File: config.mk
export PLATFORM = sky130hd
export DESIGN_NAME = iff_emit
export DESIGN_NICKNAME = d
export VERILOG_FILES = /design/src/iff_pkg.sv /design/src/iff_emit.sv
export VERILOG_INCLUDE_DIRS = /design/src /design/src/src
export SDC_FILE = /design/constraint.sdc
export NUM_CORES = 1
export LEC_CHECK = 0
export BUFFER_PORTS_ARGS = -buffer_cell sky130_fd_sc_hd__buf_2
export CORE_ASPECT_RATIO = 0.9
export CORE_MARGIN = 1.5
export CORE_UTILIZATION = 45
export CTS_BUF_LIST = sky130_fd_sc_hd__clkbuf_16
export CTS_CLUSTER_DIAMETER = 120
export DETAILED_ROUTE_END_ITERATION = 8
export GPL_ROUTABILITY_DRIVEN = 0
export HOLD_SLACK_MARGIN = 0.05
export PLACE_DENSITY = 0.73
export SYNTH_ARGS = -nofsm -noshare
export SYNTH_HDL_FRONTEND = slang
export SYNTH_SLANG_ARGS = --single-unit
File: constraint.sdc
create_clock -name clk_i -period 3.4 [get_ports clk_i]
set_input_delay 0.51 -clock clk_i [delete_from_list [all_inputs] [get_ports clk_i]]
set_output_delay 0.51 -clock clk_i [all_outputs]
set_load 0.05 [all_outputs]
File: src/integer_field_formatter_defines.svh
// Assertion macros used by the integer field formatter's sequencer (iff_emit).
// Depends on nothing; included by iff_emit, the module that asserts.
`ifndef INTEGER_FIELD_FORMATTER_DEFINES_SVH
`define INTEGER_FIELD_FORMATTER_DEFINES_SVH

// Implication checked on every clock edge outside reset.
`define IFF_ASSERT_IMP(label, ante, cons, msg) \
  label: assert property (@(posedge clk_i) disable iff (!rst_ni) (ante) |-> (cons)) \
    else $error(msg);

// Implication checked in the cycle after the antecedent.
`define IFF_ASSERT_NEXT(label, ante, cons, msg) \
  label: assert property (@(posedge clk_i) disable iff (!rst_ni) (ante) |=> (cons)) \
    else $error(msg);

`endif

File: src/iff_pkg.sv
// Shared types and constants of the integer field formatter.
// Depends on nothing.
package iff_pkg;

  localparam int unsigned ValW   = 32;
  localparam int unsigned DigMax = 10;  // decimal digits of a 32-bit magnitude
  localparam int unsigned NdW    = 4;

  typedef enum logic [0:0] {
    REQ_DEC = 1'b0,
    REQ_HEX = 1'b1
  } req_e;

  localparam logic [7:0] ChSpace = 8'h20;
  localparam logic [7:0] ChMinus = 8'h2d;
  localparam logic [7:0] ChZero  = 8'h30;

  // Packed digit string, most significant digit at the highest index.
  typedef logic [DigMax-1:0][3:0] digits_t;

  // ASCII code of one digit in base 10 or 16.
  function automatic logic [7:0] digit_char(input logic [3:0] d);
    logic [7:0] c;
    if (d < 4'd10) c = ChZero + {4'd0, d};
    else           c = 8'h57 + {4'd0, d};
    return c;
  endfunction

endpackage

File: src/iff_emit.sv
// Character sequencer: sends one character of the current item per cycle while the receiver does not stall.
// Depends on iff_pkg and the assertion macros header.
`include "integer_field_formatter_defines.svh"
module iff_emit
  import iff_pkg::*;
#(
  parameter int unsigned TotW = 7
) (
  input  logic            clk_i,
  input  logic            rst_ni,
  input  logic            job_valid_i,
  output logic            job_stall_o,
  input  logic            job_neg_i,
  input  logic [NdW-1:0]  job_nd_i,
  input  logic [TotW-1:0] job_spaces_i,
  input  logic [TotW-1:0] job_zeros_i,
  input  logic [TotW-1:0] job_total_i,
  input  digits_t         job_digs_i,
  output logic            out_valid_o,
  input  logic            out_stall_i,
  output logic [7:0]      ch_o,
  output logic            last_o,
  output logic [TotW-1:0] char_count_o
);

  // Position within the current item; the job is held upstream until done.
  logic [TotW-1:0] pos_q, pos_d;
  logic            out_vld_q;
  logic [7:0]      ch_q;
  logic            last_q;
  logic [TotW-1:0] cnt_q;
  logic            load;
  logic [7:0]      ch_n;
  logic            last_n;
  logic [TotW-1:0] pre, didx;
  logic [NdW-1:0]  dsel;

  assign load        = job_valid_i && (!out_vld_q || !out_stall_i);
  assign job_stall_o = !(load && last_n);

  // Character at the current position.
  always_comb begin
    pre    = job_spaces_i + TotW'(job_neg_i);
    didx   = job_total_i - pos_q - TotW'(1);
    dsel   = NdW'(didx);
    last_n = (pos_q == job_total_i - TotW'(1));
    if (pos_q < job_spaces_i)                 ch_n = ChSpace;
    else if (pos_q < pre)                     ch_n = ChMinus;
    else if (pos_q < pre + job_zeros_i)       ch_n = ChZero;
    else if (dsel < job_nd_i)                 ch_n = digit_char(job_digs_i[dsel]);
    else                                      ch_n = ChZero;
    pos_d = last_n ? '0 : pos_q + TotW'(1);
  end

  always_ff @(posedge clk_i or negedge rst_ni) begin
    if (!rst_ni) begin
      pos_q     <= '0;
      out_vld_q <= 1'b0;
    end else begin
      if (load) begin
        pos_q     <= pos_d;
        out_vld_q <= 1'b1;
      end else if (!out_stall_i) begin
        out_vld_q <= 1'b0;
      end
    end
  end

  // Output register.
  always_ff @(posedge clk_i) begin
    if (load) begin
      ch_q   <= ch_n;
      last_q <= last_n;
      cnt_q  <= last_n ? job_total_i : '0;
    end
  end

  assign out_valid_o  = out_vld_q;
  assign ch_o         = ch_q;
  assign last_o       = last_q;
  assign char_count_o = cnt_q;

  `IFF_ASSERT_IMP(a_cnt_only_last, out_vld_q && !last_q, cnt_q == '0, "count off last")
  `IFF_ASSERT_IMP(a_pos_in_range, job_valid_i, pos_q < job_total_i, "position overrun")
  `IFF_ASSERT_NEXT(a_hold_stalled, out_vld_q && out_stall_i, out_vld_q && $stable(ch_q),
                   "stalled character changed")

endmodule

## Yosys cells after proc, flatten, opt, wreduce, memory -nomap -nowiden

Cells that the tools add are included.

| operators by class | value |
|---|---|
| add/subtract/negate cells | 8 |
| $lt $le $gt $ge | 6 |
| eq/ne operators | 2 |
| muxes and demuxes | 9 |
| bitwise operators | 1 |
| reductions and logical operators | 8 |

Operators by type and width:

| kind | number |
|---|---|
| 7-bit < comparator | 3 |
| 4-bit binary-select mux with 4-bit select | 1 |
| 5-bit two-way mux | 2 |
| 7-bit by 4-bit adder with 8-bit output, first input constant | 1 |
| 4-bit two-way mux | 2 |
| 8-bit two-way mux | 1 |
| 6-bit by 4-bit adder with 7-bit output, first input constant | 1 |
| 7-bit by 1-bit adder with 7-bit output | 1 |
| 7-bit by 1-bit adder with 7-bit output, second input constant | 1 |
| 7-bit adder | 1 |
| 7-bit == test | 1 |
| 7-bit two-way mux | 1 |
| 7-bit by 1-bit subtractor with 7-bit output, second input constant | 1 |
| 4-bit by 5-bit < comparator with 1-bit output, second input constant | 1 |
| 4-bit < comparator | 1 |
| 4-bit < comparator, second input constant | 1 |
| 4-bit OR reduction | 1 |
| 4-bit by 1-bit subtractor with 4-bit output, second input constant | 1 |
| 4-bit subtractor | 1 |
| 1-bit zero test | 3 |
| 1-bit logical AND | 2 |
| 1-bit two-way mux | 2 |
| 2-bit by 1-bit != test with 1-bit output, second input constant | 1 |
| 2-bit OR reduction | 1 |
| 2 further kinds | 2 |

| word-level totals | value |
|---|---|
| bits in registers | 24 |
| output and inout port bits | 18 |

## Depth between registers and ports, before layout

Gate-level depths: netlist of run 1.

| logic depth | value |
|---|---|
| word-level depth | 9 |
| gate-level depth with buffers | 15 |
| gate-level depth less buffers | 15 |

## Worst setup path after synthesis of run 1

OpenSTA, ideal clock, no wires.

| timing path | value |
|---|---|
| path kind | input-to-reg |
| from | input port job_neg_i |
| to | register ch_q[3] (netlist: ch_o[3]), data pin |
| setup time | 148 ps |
| data arrival time | 3,215 ps |
| data required time | 3,252 ps |
| path slack | 36 ps |
| cell stages on the path | 15 |
| buffers on the path | 0 |
| cell sequence | ha_1 ha_1 inv_1 fa_1 inv_1 a21oi_1 o21bai_1 a21o_1 a21oi_1 xnor2_1 ha_1 o21bai_1 a221oi_1 or3b_1 a21oi_1 |

| between the ends | value |
|---|---|
| word-level cells in the longest chain between the ends | 5 |
| elaborated cells on any way between the ends | 6 |
| classes of those cells | add/sub (2); order compare (2); mux (2) |

RTL lines:

| item | line | text |
|---|---|---|
| start: declaration | iff_emit.sv:13 | `input logic job_neg_i,` |
| 7-bit by 1-bit adder with 7-bit output * | iff_emit.sv:43 | `pre = job_spaces_i + TotW'(job_neg_i);` |
| 7-bit adder | iff_emit.sv:49 | `else if (pos_q < pre + job_zeros_i) ch_n = ChZero;` |
| 7-bit < comparator | iff_emit.sv:49 |  |
| 5-bit two-way mux | iff_emit.sv:49 |  |
| 4-bit two-way mux * | iff_emit.sv:48 | `else if (pos_q < pre) ch_n = ChMinus;` |
| end signal: assignment | iff_emit.sv:72 | `ch_q <= ch_n;` |
| end: declaration | iff_emit.sv:29 | `logic [7:0] ch_q;` |

Mark *: on every way between the ends. The rest lies on a longest branch, timed or not.
A chain may end at the register's enable or synchronous reset.

## Worst setup path in the final report of run 1

| timing path | value |
|---|---|
| from | input port job_spaces_i[0] |
| to | register ch_q[3] (netlist: ch_o[3]), data pin |

| between the ends | value |
|---|---|
| word-level cells in the longest chain between the ends | 5 |
| elaborated cells on any way between the ends | 7 |
| classes of those cells | add/sub (2); order compare (3); mux (2) |

RTL lines:

| item | line | text |
|---|---|---|
| start: declaration | iff_emit.sv:15 | `input logic [TotW-1:0] job_spaces_i,` |
| 7-bit by 1-bit adder with 7-bit output | iff_emit.sv:43 |  |
| 7-bit adder | iff_emit.sv:49 |  |
| 7-bit < comparator | iff_emit.sv:49 |  |
| 5-bit two-way mux | iff_emit.sv:49 |  |
| 4-bit two-way mux | iff_emit.sv:48 |  |

Several ways; a longest one is shown, not always the timed one.

==> results of run 1 <==
[logic make-up (layout without fill, tap and decap cells)]
kind of cell / Yosys count / after routing / share of synthesized area
multiplexers: 15 / 15 / 0.0695
XOR/XNOR: 23 / 23 / 0.0817
flip-flops: 23 / 23 / 0.255
AND/OR/NAND/NOR: 76 / 76 / 0.165
AO/OA/AOI/OAI: 64 / 64 / 0.183
buffers and inverters: 34 / 134 / 0.0568
other: 2 / 2 / 0.00294
adder cells (fa/ha/maj): 37 / 37 / 0.187
[worst max-delay path: stages]
cell and delay, ps:
buf_2 100, ha_2 190, buf_4 120, nand3_1 130, xnor2_2 280, ha_1 270
inv_1 110, o21bai_2 80, a21o_1 180, a21oi_1 170, xnor2_1 90, ha_2 310
o21bai_1 60, a221oi_2 240, or3b_1 400, a21oi_2 130
[worst max path at each step]
stage | start | end | slack [ps] | cells after the start
after floorplan | job_neg_i | ch_o[3] | 40 | 15
after global placement | job_neg_i | ch_o[3] | -120 | 16
after detailed placement | job_neg_i | ch_o[3] | -250 | 16
after CTS | job_neg_i | ch_o[3] | 10 | 16
after global routing | job_spaces_i[0] | ch_o[3] | -80 | 16
final | job_spaces_i[0] | ch_o[3] | 130 | 16
[flip-flops by register name, indices dropped and copies added (netlist names)]
signal,flops
ch_o,7
char_count_o,7
pos_q,7
last_o,1
out_valid_o,1
[power by group through the flow]
stage | registers, uW | logic, uW | clock network, uW
after floorplan | 427 | 891 | 0
after global placement | 404 | 1190 | 0
after detailed placement | 404 | 1230 | 0
after CTS | 400 | 1230 | 256
after global routing | 407 | 1410 | 267
final | 401 | 1250 | 251
[area by class of cell]
cell class              count  area [sq um]  share of cell area
multi-input cells         217          1830               0.554
well taps                  67          83.8              0.0254
flip-flops and latches     23           651               0.197
clock buffers               3          75.1              0.0228
repair buffers            102           551               0.167
inverters                  28           105              0.0319
clock inverters             1          5.00             0.00152
[placed cells by master (no fill, tap or decap), drive strengths merged, types with 3 or more instances in the layout]
cell type | Yosys | layout
a21o | 10 | 10
a21oi | 14 | 14
a22o | 5 | 5
a31oi | 4 | 4
a32oi | 3 | 3
and2 | 8 | 8
and3 | 4 | 4
buf | 5 | 102
clkbuf | 1 | 3
dfrtp | 8 | 8
edfxtp | 15 | 15
ha | 35 | 35
inv | 27 | 27
mux2i | 11 | 11
nand2 | 21 | 21
nand2b | 9 | 9
nand3 | 7 | 7
nor2 | 6 | 6
nor2b | 7 | 7
nor3 | 5 | 5
nor4 | 5 | 5
o21ai | 10 | 10
o21bai | 3 | 3
o22ai | 3 | 3
xnor2 | 16 | 16
xor2 | 7 | 7
[what timing repair did]
action                     CTS  global route
resized for setup            0            12
hold buffers                 0             0
setup endpoints to repair    0             6
[per-layer routing]
metal,GRT usage,vias to the layer above
met2,0.365,75
li1,-,1180
met3,0.0172,4
met1,0.254,1039
met5,0,-
met4,0.0508,0
[metrics by stage]
| step | util | setup slack, ps | hold WS (ps) | total power, uW |
|---|---|---|---|---|
| 4_1_cts | 0.604 | 10.7 | 91.5 | 1890 |
| 6_report | 0.617 | 131 | 86.1 | 1910 |
| 3_3_place_gp | 0.589 | -116 | 359 | 1590 |
| 3_5_place_dp | 0.589 | -247 | 361 | 1630 |
| 5_1_grt | 0.617 | -75.1 | 97.5 | 2080 |
| 2_1_floorplan | - | 36.5 | 214 | 1320 |
==> results_dict.tcl, run 1 <==
set metrics [dict create \
    io_pins 88 \
    placed_cells 437 \
    syn_std_cell_area_sq_mm 0.00256 \
    crit_fanout 3 \
    post_layout_instance_area_sq_mm 0.00330 \
    via_per_inst 5.21 \
    number_of_drc_markers_in_iteration_0 74 \
    standard_cell_rows 25 \
    cts.htree.levels 1 \
    hold_violations 0 \
    synth.top_cells.by_area "edfxtp_1 18%, ha_1 17%, dfrtp_1 7.8%" \
    tns_ps 0 \
    clock-skew-final_ps 3.04 \
    worst_setup_path_end_kind "flop" \
    buffer_ports.inserted 86 \
    timing.max_slew.rel_slack 0.599 \
    reg2reg_path_depth 13 \
    ys_seq_area_frac 0.255 \
    via_count_of_the_first_global_routing_pass 2216 \
    reg_to_reg_end "ch_o[2]" \
    globalRoute.totalOverflow 0 \
    vdd.ir_drop.worst_v 0.000415 \
    sw_pwr_uw 846 \
    grt_start_max_net_pins 24 \
    worst-slew-pin-transition_ps 599 \
    finalNonFillerCells 441 \
    post-synth-top-area-fraction 0.176 \
    start_util 0.478 \
    detailed_placement_hpwl_um 4930 \
    most_instantiated_cells_after_synthesis "35 x ha_1, 26 x inv_1, 21 x nand2_1" \
    synth_ff_type "edfxtp_1" \
    design.die.area_sq_mm 0.00614 \
    path_class "input pin to flop" \
    netSwitchingFraction 0.444 \
    filler_cell_count 465 \
    antenna_found_initial 0 \
    floorplan.core_area_sq_mm 0.00535 \
    share_clk_of_total_power 0.132 \
    r2r_start "pos_q[0]" \
    drt-wirelength-per-cell_um 13.4 \
    drt_pre_antenna_iters 4 \
    detailed_route_via_count 2298 \
    area_growth_syn_to_layout_pct 29.1 \
    min_period_ps 3270 \
    run_status "finished, final reports clean" \
    buffers_inserted_during_post_cts_setup_optimization 0 \
    chipHeight_um 74.5 \
    yosysUniqueCellTypes 53 \
    synth_area_leader_cell "edfxtp_1" \
    holdCritPathClass "input pin to asynchronous set/reset pin" \
    met3RoutedLength_um 272 \
    nNetsFinal 482 \
    fp.dieW_um 82.4 \
    critical_path.startpoint_type "input pin" \
    timing.final.setup_violations 0 \
    synth_warnings 0 \
    r2r_setup_slack_ps 260 \
    number_of_antenna_cells_inserted 0 \
    power.share.combinational 0.658 \
    dr.max_layer_used "met4" \
    drt-met1-wl_um 2650 \
    cp_data_arrival_time_ps 3380 \
    syn_area_per_cell_sq_um 9.33 \
    cts_root_buffer "clkbuf_16" \
    clock_sinks 23 \
    cts.clk_slew.worst_paths_ps 60 \
    asyncSetResetFlopFracSynth 0.348 \
    synth_edf_count 15 \
    grt_first_pass_wirelength_um 9470 \
    cts_tree "built" \
    max_cap_viol_count 0 \
    detailed_place.area_sq_mm 0.00315 \
    synthesis.nets 381 \
    leakage_uw 0.00164 \
    cts_inserted_buffers 3 \
    p_per_area_mw_per_mm2 578 \
    power.internal_uw 1060 \
    routed-wl-met2_um 2920 \
    yosys_register_bits 23 \
    global_route_usage_sum 0.201 \
    yosys.cell_count.top_type "ha_1" \
    worst_ep_required_time_ps 3510 \
    max_clock_freq_mhz 306 \
    drive_gt1_frac 0.350 \
    clkLatencyLatePin_ps 260 \
    max-clock-path-buffers 2 \
    seq_power_share 0.210 \
    postRouteWirelength_um 5900 \
    slew_viol_final 0 \
    postRouteAntennaNets 0 \
    layout_worst_path_cycle_share 0.962 \
    drc 0 \
    syn_inst 274 \
]
Note: power is estimated with default switching activity, not from simulation.
==> run 2: changes to the inputs <==
- clock period: 3.4 -> 3.7 ns (I/O delays scaled with it)
==> results_dict.tcl, run 2 (same netlist as run 1, synthesis figures left out) <==
set metrics [dict create \
    standard_cell_rows 25 \
    postRouteWirelength_um 5560 \
    slew_viol_final 0 \
    timing.final.setup_violations 0 \
    clock-skew-final_ps 3.21 \
    global_route.usage.met3 0.0270 \
    clock_sinks 23 \
    holdCritPathClass "input pin to asynchronous set/reset pin" \
    global_route_usage_sum 0.196 \
    crit_fanout 3 \
    leakage_uw 0.00158 \
    cts_root_buffer "clkbuf_16" \
    most_frequent_standard_cell_in_the_layout_excluding_fill_and_tap_cells "buf_2" \
    chipHeight_um 74.5 \
    drive_gt1_frac 0.295 \
    floorplan.core_area_sq_mm 0.00535 \
    unrepaired_setup_endpoints_after_global_routing "false" \
    run_status "finished, final reports clean" \
    max_cap_viol_count 0 \
    worst_setup_path_end_kind "flop" \
    critical_path.startpoint_type "input pin" \
    worst_ep_required_time_ps 3810 \
    tns_ps 0 \
    grt_use_met1 0.246 \
    detailed_placement_hpwl_um 4760 \
    via_per_inst 5.20 \
    timing.max_slew.rel_slack 0.641 \
    buffers_inserted_during_post_cts_setup_optimization 0 \
    drt-wirelength-per-cell_um 12.9 \
    drc 0 \
    grt_start_max_net_pins 24 \
    design.die.area_sq_mm 0.00614 \
    hold_violations 0 \
    number_of_antenna_cells_inserted 0 \
    postRouteAntennaNets 0 \
    min_period_ps 3410 \
    r2r_start "pos_q[0]" \
    start_util 0.478 \
    grt-busiest-layer "met2" \
    number_of_drc_markers_in_iteration_0 134 \
    cts_tree "built" \
    max-clock-path-buffers 2 \
    area_growth_syn_to_layout_pct 23.1 \
    detailed_route_via_count 2234 \
    p_per_area_mw_per_mm2 529 \
    fp.dieW_um 82.4 \
    filler_cell_count 494 \
    cp-startpoint "job_neg_i" \
    globalRouteMet2Util 0.351 \
    io_pins 88 \
    buffer_ports.inserted 86 \
    cts.clk_slew.worst_paths_ps 60 \
    multiInputGateArea_sq_mm 0.00176 \
    vdd.ir_drop.worst_v 0.000338 \
    nNetsFinal 471 \
    globalRoute.totalOverflow 0 \
    drt_pre_antenna_iters 4 \
    clkLatencyLatePin_ps 250 \
    worst_slack_ps 291 \
    cts_inserted_buffers 3 \
    cts_hold_repair.buffers 0 \
    seqCellArea_sq_um 651 \
    via_count_of_the_first_global_routing_pass 2178 \
    dp_slack_ps 20.0 \
    layout_worst_path_cycle_share 0.921 \
    cts_repair_resize_count 0 \
    max_clock_freq_mhz 293 \
    path_class "input pin to flop" \
    grt_first_pass_wirelength_um 9360 \
    worst-slew-pin-transition_ps 536 \
    cts.htree.levels 1 \
    commonest_cells_after_routing_fill_and_taps_aside "86 x buf_2, 35 x ha_1, 27 x inv_1" \
    cp_data_arrival_time_ps 3520 \
    antenna_found_initial 0 \
    whs_ps 133 \
]
run 2: per-layer routing:
| layer | vias up | routed length, um |
|---|---|---|
| li1 | 1160 | - |
| met2 | 70 | 2680 |
| met1 | 999 | 2530 |
| met4 | 0 | 61 |
| met5 | - | 0 |
| met3 | 5 | 286 |
run 2: layout make-up:
class | instances | area share
multi-input cells | 217 | 0.559
flip-flops and latches | 23 | 0.207
repair buffers | 91 | 0.149
inverters | 28 | 0.0334
well taps | 67 | 0.0266
clock buffers | 3 | 0.0239
clock inverters | 1 | 0.00119
run 2: report_power, final:
group	internal (uW)	switching, uW	total (uW)	leakage (uW)
clock network	144	82.3	226	0.0000423
logic	472	588	1060	0.00129
registers	311	68.2	379	0.000249
run 2: path summary, 6_finish.rpt:
path / end / slack, ps / cells past startpoint
worst max-delay path: ch_o[3] / 290 / 16
worst min-delay path: out_valid_o / 130 / 1
worst max register to register: ch_o[2] / 350 / 13
worst min register to register: out_valid_o / 510 / 2
max in group asynchronous: pos_q[3] / 3400 / 1
min in group clk_i: out_valid_o / 510 / 2
run 2: through the flow:
stage / util / instance area (sq um) / power [uW] / instances
after CTS: 0.588 / 3150 / 1680 / 430
after global routing: 0.588 / 3150 / 1840 / 430
final: 0.588 / 3150 / 1670 / 430
after detailed placement: 0.574 / 3070 / 1450 / 426
after floorplan: - / 2560 / 1210 / 274
after global placement: 0.574 / 3070 / 1420 / 426
run 2: worst max-delay path, stage by stage:
cell	delay (ps)
buf_2	100
ha_1	220
ha_1	320
inv_1	80
fa_1	420
inv_1	70
a21oi_1	60
o21bai_1	200
a21o_1	150
a21oi_1	70
xnor2_1	130
ha_1	270
o21bai_1	60
a221oi_1	310
or3b_1	380
a21oi_1	140
